[config.mk]
export PLATFORM = sky130hd
export DESIGN_NAME = pkes_ctrl
export DESIGN_NICKNAME = d
export VERILOG_FILES = /design/src/design/pkes_pkg.sv /design/src/design/pkes_ctrl.sv
export SDC_FILE = /design/constraint.sdc
export NUM_CORES = 1
export LEC_CHECK = 0
export ABC_AREA = 1
export BUFFER_PORTS_ARGS = -buffer_cell sky130_fd_sc_hd__buf_4
export CAP_MARGIN = 20
export CORE_UTILIZATION = 53
export DETAILED_ROUTE_END_ITERATION = 10
export PLACE_DENSITY = 0.82
export SLEW_MARGIN = 20
export SYNTH_ARGS = -nofsm -noshare
export SYNTH_HDL_FRONTEND = slang
export SYNTH_SLANG_ARGS = --single-unit
[constraint.sdc]
create_clock -name i_clk -period 3.46 [get_ports i_clk]
set_input_delay 0.692 -clock i_clk [delete_from_list [all_inputs] [get_ports i_clk]]
set_output_delay 0.692 -clock i_clk [all_outputs]
set_load 0.01 [all_outputs]
[src/design/pkes_pkg.sv]
// Package for the paced key edge scheduler: payload words, status codes,
// function codes and key helpers. No dependencies.
`default_nettype none
package pkes_pkg;

    typedef struct packed {
        logic [1:0]  func;
        logic [23:0] key_code;
        logic        key_value;
        logic        matrix_modifier;
        logic [7:0]  request_tag;
    } t_in_word;

    typedef struct packed {
        logic [23:0] out_key_code;
        logic        out_value;
        logic [7:0]  out_tag;
        logic [2:0]  status;
        logic [5:0]  modifier_mask;
        logic        last;
    } t_out_word;

    // queued edge: modifier flag, tag, value, key code
    typedef struct packed {
        logic        mflag;
        logic [7:0]  tag;
        logic        val;
        logic [23:0] kc;
    } t_edge;

    localparam logic [1:0] FUNC_EDGE  = 2'd0;
    localparam logic [1:0] FUNC_TICK  = 2'd1;
    localparam logic [1:0] FUNC_CLEAR = 2'd2;

    localparam logic [2:0] ST_APPLIED   = 3'd0;
    localparam logic [2:0] ST_COALESCED = 3'd1;
    localparam logic [2:0] ST_NO_SLOT   = 3'd2;
    localparam logic [2:0] ST_FULL      = 3'd3;
    localparam logic [2:0] ST_CLEAR     = 3'd4;

    localparam logic [31:0] FAR_PAST  = 32'hFFFE_7960;
    localparam int          MAX_OUT   = 32;
    localparam logic [6:0]  DOWN_MAX  = 7'd127;

    localparam logic [1:0] REG_HOLD = 2'd0;
    localparam logic [1:0] REG_GAP  = 2'd1;
    localparam logic [1:0] REG_EXCL = 2'd2;

    function automatic logic [23:0] key_id(input logic [23:0] kc);
        key_id = kc[23] ? (kc & 24'h80FFFF) : (kc & 24'h7FFFFF);
    endfunction

    function automatic logic [5:0] host_mod_bit(input logic [23:0] kc);
        logic [5:0] b;
        b = 6'd0;
        if (!kc[23]) begin
            case (kc[22:0])
                23'hffe1: b = 6'h01;
                23'hffe2: b = 6'h02;
                23'hffe3: b = 6'h04;
                23'hffe4: b = 6'h08;
                23'hffe9: b = 6'h10;
                23'hffea: b = 6'h20;
                23'hfe03: b = 6'h20;
                default:  b = 6'd0;
            endcase
        end
        host_mod_bit = b;
    endfunction

    // true when now < base + add, base signed 32, add unsigned 8
    function automatic logic gate_wait(input logic [31:0] now, input logic [31:0] base,
                                       input logic [7:0] add);
        logic signed [33:0] g;
        logic signed [33:0] n;
        g = {{2{base[31]}}, base} + {26'd0, add};
        n = {{2{now[31]}}, now};
        gate_wait = n < g;
    endfunction

    // controller commands
    typedef struct packed {
        logic load_item;    // capture input item
        logic find_start;   // reset search pointer
        logic find_step;    // examine one slot
        logic edge_finish;  // answer or enqueue the edge
        logic do_clear;     // free slots, answer the clear
        logic clear_step;
        logic tick_start;   // advance frame, set up walk
        logic walk_load;    // read next queue entry
        logic walk_eval;    // blocked list/search done: decide
        logic blk_step;
        logic walk_done;    // commit kept entries
        logic copy_step;
    } t_cmd;

    typedef struct packed {
        logic find_done;
        logic walk_more;    // another entry to read
        logic blk_done;
        logic copy_done;
        logic is_tick;
        logic is_edge;
        logic is_clear;
    } t_sts;

endpackage
`default_nettype wire

[src/design/pkes_ctrl.sv]
// Controller of the paced key edge scheduler: sequences edge lookup,
// clear and the tick walk. Depends on pkes_pkg.
`default_nettype none
module pkes_ctrl
    import pkes_pkg::*;
(
    input  wire logic i_clk,
    input  wire logic i_rst_n,
    input  wire logic i_start,
    input  wire t_sts i_sts,
    output t_cmd      o_cmd,
    output logic      o_busy
);
    typedef enum logic [10:0] {
        S_IDLE   = 11'b00000000001,
        S_DECODE = 11'b00000000010,
        S_FIND   = 11'b00000000100,
        S_EDGE   = 11'b00000001000,
        S_WLOAD0 = 11'b00000010000,
        S_WLOAD  = 11'b00000100000,
        S_BLK    = 11'b00001000000,
        S_WFIND  = 11'b00010000000,
        S_WEVAL  = 11'b00100000000,
        S_COPY   = 11'b01000000000,
        S_GAP    = 11'b10000000000
    } t_state;

    t_state r_state, n_state;

    always_ff @(posedge i_clk) begin
        if (!i_rst_n) r_state <= S_IDLE;
        else          r_state <= n_state;
    end

    always_comb begin
        o_cmd = '0;
        n_state = r_state;
        case (r_state)
            S_IDLE: begin
                if (i_start) begin
                    o_cmd.load_item = 1'b1;
                    n_state = S_DECODE;
                end
            end
            S_DECODE: begin
                if (i_sts.is_edge) begin
                    o_cmd.find_start = 1'b1;
                    n_state = S_FIND;
                end else if (i_sts.is_tick) begin
                    o_cmd.tick_start = 1'b1;
                    n_state = S_WLOAD0;
                end else if (i_sts.is_clear) begin
                    o_cmd.do_clear = 1'b1;
                    n_state = S_GAP;
                end else begin
                    n_state = S_IDLE;
                end
            end
            S_FIND: begin
                o_cmd.find_step = 1'b1;
                if (i_sts.find_done) n_state = S_EDGE;
            end
            S_EDGE: begin
                o_cmd.edge_finish = 1'b1;
                n_state = S_GAP;
            end
            // queue read address settles
            S_WLOAD0: begin
                if (i_sts.walk_more) n_state = S_WLOAD;
                else begin
                    o_cmd.walk_done = 1'b1;
                    n_state = S_COPY;
                end
            end
            S_WLOAD: begin
                o_cmd.walk_load = 1'b1;
                n_state = S_BLK;
            end
            S_BLK: begin
                o_cmd.blk_step = 1'b1;
                o_cmd.clear_step = 1'b1;
                if (i_sts.blk_done) begin
                    n_state = S_WFIND;
                end
            end
            S_WFIND: begin
                o_cmd.find_step = 1'b1;
                if (i_sts.find_done) n_state = S_WEVAL;
            end
            S_WEVAL: begin
                o_cmd.walk_eval = 1'b1;
                n_state = S_WLOAD0;
            end
            S_COPY: begin
                o_cmd.copy_step = 1'b1;
                if (i_sts.copy_done) n_state = S_GAP;
            end
            S_GAP: n_state = S_IDLE;
            default: n_state = S_IDLE;
        endcase
        // restart slot search when blocked scan ends
        if (r_state == S_BLK && i_sts.blk_done) begin
            o_cmd.find_start = 1'b1;
        end
    end

    assign o_busy = (r_state != S_IDLE);
endmodule
`default_nettype wire

* Yosys cells after proc, flatten, opt, wreduce, memory -nomap -nowiden
Cells that the tools add are included.
Word-level totals: register bits after elaboration 11, output and inout port bits 13
Cells by class: equal/unequal tests 16, reductions and logical operators 3, muxes and demuxes 30
Operators by type and width (number):
- $pmux 11 s10 | 1
- $mux 11 | 8
- $mux 1 | 20
- $eq 11x1->1 const B | 1
- $eq 11x10->1 const B | 1
- $eq 11x2->1 const B | 1
- $eq 11x3->1 const B | 1
- $eq 11x4->1 const B | 1
- $eq 11x5->1 const B | 1
- $eq 11x6->1 const B | 1
- $eq 11x7->1 const B | 1
- $eq 11x8->1 const B | 1
- $eq 11x9->1 const B | 1
- $ne 11x1->1 const B | 1
- $mux 10 | 1
- $ne 2x2->1 const B | 5
- $reduce_and 5->1 | 1
- $reduce_or 2->1 | 1
- $logic_and 1x1->1 | 1

* Depth between registers and ports, before layout
depth in word-level cells 4, depth in mapped cells 9, gate-level depth less buffers 9

* Worst setup path before layout
Ideal clock, no wire load.
path kind in2out, start point input i_sts[2] (netlist bit), end point output o_cmd[7] (netlist bit), required time 2.768 ns, cell stages on the path 2, arrival time 1.237 ns, slack 1.531 ns, cell sequence or2_2 nor3_2
RTL lines:
- from (decl) | RTL line pkes_ctrl.sv:10 | input wire t_sts i_sts,
- to (decl) | RTL line pkes_ctrl.sv:11 | output t_cmd o_cmd,

==> impl_metrics.yaml <==
pwr:
  power_density_nw_per_um2: 344
  p_total_mw: 0.338
  p_leak_nw: 0.526
  cell_internal_pwr_mw: 0.223
  ir_drop_mv: 0.310
  pwr-share-comb_pct: 32.4
  p_clk_share_pct: 26.6
  seq_power_share_pct: 41.0
  switching_share_pct: 34.2
  p_sw_mw: 0.116
cells_and_area:
  n_fill_cell: 107
  top_register: "r_state"
  nets: 145
  fin_area_um2: 983
  areaGrowthSynthToFinish_pct: 26.0
  layout_common_cells: "buf_4 (22), nand2_1 (20), inv_1 (16), nor2_1 (11), dfxtp_1 (11)"
  layout_commonest_cell: "buf_4"
  layout-drive-gt1-share_pct: 41.8
  top_regs: "r_state (11)"
  largest_register_ff_count: 11
  n_antenna_cell: 0
route:
  drtAntennaViolNets: 0
  wl_per_cell_um: 11.1
  dr.pass1.iters: 4
  drtIter0Drc: 15
  vias_per_cell: 5.03
  drc: 0
  routed-via-count: 750
  drt_wl_total_um: 1660
clock_network:
  postCtsSetupBuffers: 0
  hold_buffers: 0
  ctsResizeCount: 0
  clock_latency_ns: 0.27
  cts_buffers: 3
  cts_tree: "done"
  path_clk_slew_ns: 0.08
  numClockSinks: 11
  clock_path_buffers: 2
  h-tree-depth: 1
  root_buffer: "clkbuf_4"
yosys:
  ys_top_cells_by_area: "dfxtp_1 (28%), nand2_1 (9.6%), inv_1 (7.7%)"
  syn_nets: 119
  synthDistinctLibCells: 26
  ys_ff_latch: 11
  async_flop_share_pct: 0
  ys_seq_area_share_pct: 28.2
  synthXorXnorAreaFrac_pct: 0
  synth.cell_area_um2: 781
  yosysTopAreaCellShare_pct: 28.2
  synth_edf_count: 0
  yosys_most_used_dff: "dfxtp_1"
  syn-instance-count: 109
  yosysWarnings: 0
  synth_mux_area_share_pct: 0
  synthSimpleGateAreaFrac_pct: 56.4
  avgSynthCellArea_um2: 7.16
  synth_adder_area_share_pct: 0
  synth_compound_area_share_pct: 3.85
  yosys.area.top_type: "dfxtp_1"
  synth_top_family_by_area: "simple AND/OR/NAND/NOR gates"
min_path:
  holdCritPathClass: "flop to flop"
  hold-path-endpoint: "r_state[7]"
  hold_start: "r_state[7]"
  worstHoldPathCells: 2
grt:
  grtUsageTotal_pct: 25.3
  grt-ovfl-total: 0
  grt_max_degree: 10
  grt_pass1_wl_um: 2740
  grt_pass1_vias: 675
  antenna_found_initial: 0
worst_setup_path:
  reg2reg_to: "r_state[2]"
  reg2reg_from: "r_state[4]"
  rrSetupSlack_ns: 2.10
  cp_slowest_cell: "dfxtp_1"
  endpoint_kind: "output port"
  critPathMaxStageDelay_ns: 0.34
  path_buf_inv: 3
  critPathMaxFanout: 3
  cp.required_ns: 2.77
  path_common_cell: "nand2_1"
  r2r_cells: 7
  start_kind: "flop"
  path_class: "flop to output port"
  crit_arrival_ns: 1.51
  cp_top_family: "simple AND/OR/NAND/NOR gates"
  cp_cell_sequence: "nor2_2 > inv_1 > nor3_1 > nand2_1 > inv_1 > nand2_1 > nand2_1 > buf_4"
sta:
  finClkSkew_ns: 0.00380
  finalCritPeriodShare_pct: 63.6
  hold_viol_final: 0
  rsz0062_at_grt: "no"
  fin_setup_tns_ns: 0
  setup_viol: 0
  min_period_ns: 2.20
  worst_pin_slew_ns: 0.287
  final_max_slew_viol_count: 0
  slew_headroom_pct: 80.7
  fmax_mhz: 454
floorplan:
  coreArea_um2: 1330
  floorplan.initialDensity_pct: 58.5
  die_w_um: 40.4
  pin_count: 23
  row_count: 13
  die_area_um2: 1630
  die_h_um: 40.4
run_status:
  status: "complete, no violations"
placement:
  dp_hpwl_um: 1410
  place_congestion: 0.833
  portBuffers: 22
  placed_cell_area_um2: 957
job:
  maxCapViolCount: 0
synthesized netlist by cell type (all sizes together), types with 2 or more instances:
cell	instances
inv	21
nand2	28
nor2	20
dfxtp	11
nor3	10
nor3b	2
a21oi	3
nand3	6
power by group through the flow:
stage / registers (mW) / clock network, mW / logic (mW)
floorplan: 0.141 / 0 / 0.0760
global placement: 0.141 / 0 / 0.107
detailed placement: 0.142 / 0 / 0.111
CTS: 0.139 / 0.0909 / 0.111
global route: 0.139 / 0.0959 / 0.124
finish: 0.139 / 0.0901 / 0.110
routing by layer:
metal	track usage, %	wire length [um]
met1	28.9	728
met2	46.4	831
met3	3.33	76
met4	10.0	25
met5	0	0
cells by family after synthesis:
family                 after synthesis
AOI/OAI and AO/OA                    5
DFF                                 11
and+or+nand+nor                     70
buffers and inverters               23
metrics by stage:
| stage | hold slack, ns | setup slack (ns) | util, % | instances |
|---|---|---|---|---|
| 6_report | 0.515 | 1.26 | 73.7 | 149 |
| 5_1_grt | 0.544 | 1.13 | 73.7 | 149 |
| 4_1_cts | 0.520 | 1.25 | 73.7 | 149 |
| 3_5_place_dp | 0.508 | 1.29 | 71.8 | 145 |
| 3_3_place_gp | 0.498 | 1.35 | 71.8 | 145 |
| 2_1_floorplan | 0.477 | 1.53 | - | 109 |
layout make-up:
cell class	instances	area, um^2	share of cell area (%)
Clock buffer	4	26.3	2.67
Tap cell	15	18.8	1.91
Inverter	22	82.6	8.40
Timing Repair Buffer	22	165	16.8
Multi-Input combinational cell	75	470	47.8
Sequential cell	11	220	22.4
worst reg2reg max path: cells and delay by family, from the launching register on:
| family | cells | cell delay, ns |
|---|---|---|
| AOI/OAI and AO/OA | 1 | 0.11 |
| buffers and inverters | 1 | 0.07 |
| DFF | 1 | 0.34 |
| and+or+nand+nor | 5 | 0.76 |
worst max-delay path by stage:
| stage | start | endpoint | slack [ns] | depth (start not counted) |
|---|---|---|---|---|
| 6_report | r_state[4] | o_cmd[10] | 1.26 | 8 |
| 5_1_grt | r_state[4] | o_cmd[10] | 1.13 | 8 |
| 4_1_cts | r_state[4] | o_cmd[10] | 1.25 | 8 |
| 3_5_place_dp | i_sts[2] | o_cmd[7] | 1.29 | 4 |
| 3_3_place_gp | i_sts[2] | o_cmd[7] | 1.35 | 4 |
| 2_1_floorplan | i_sts[2] | o_cmd[7] | 1.53 | 2 |
Note: power is estimated with default switching activity, not from simulation.
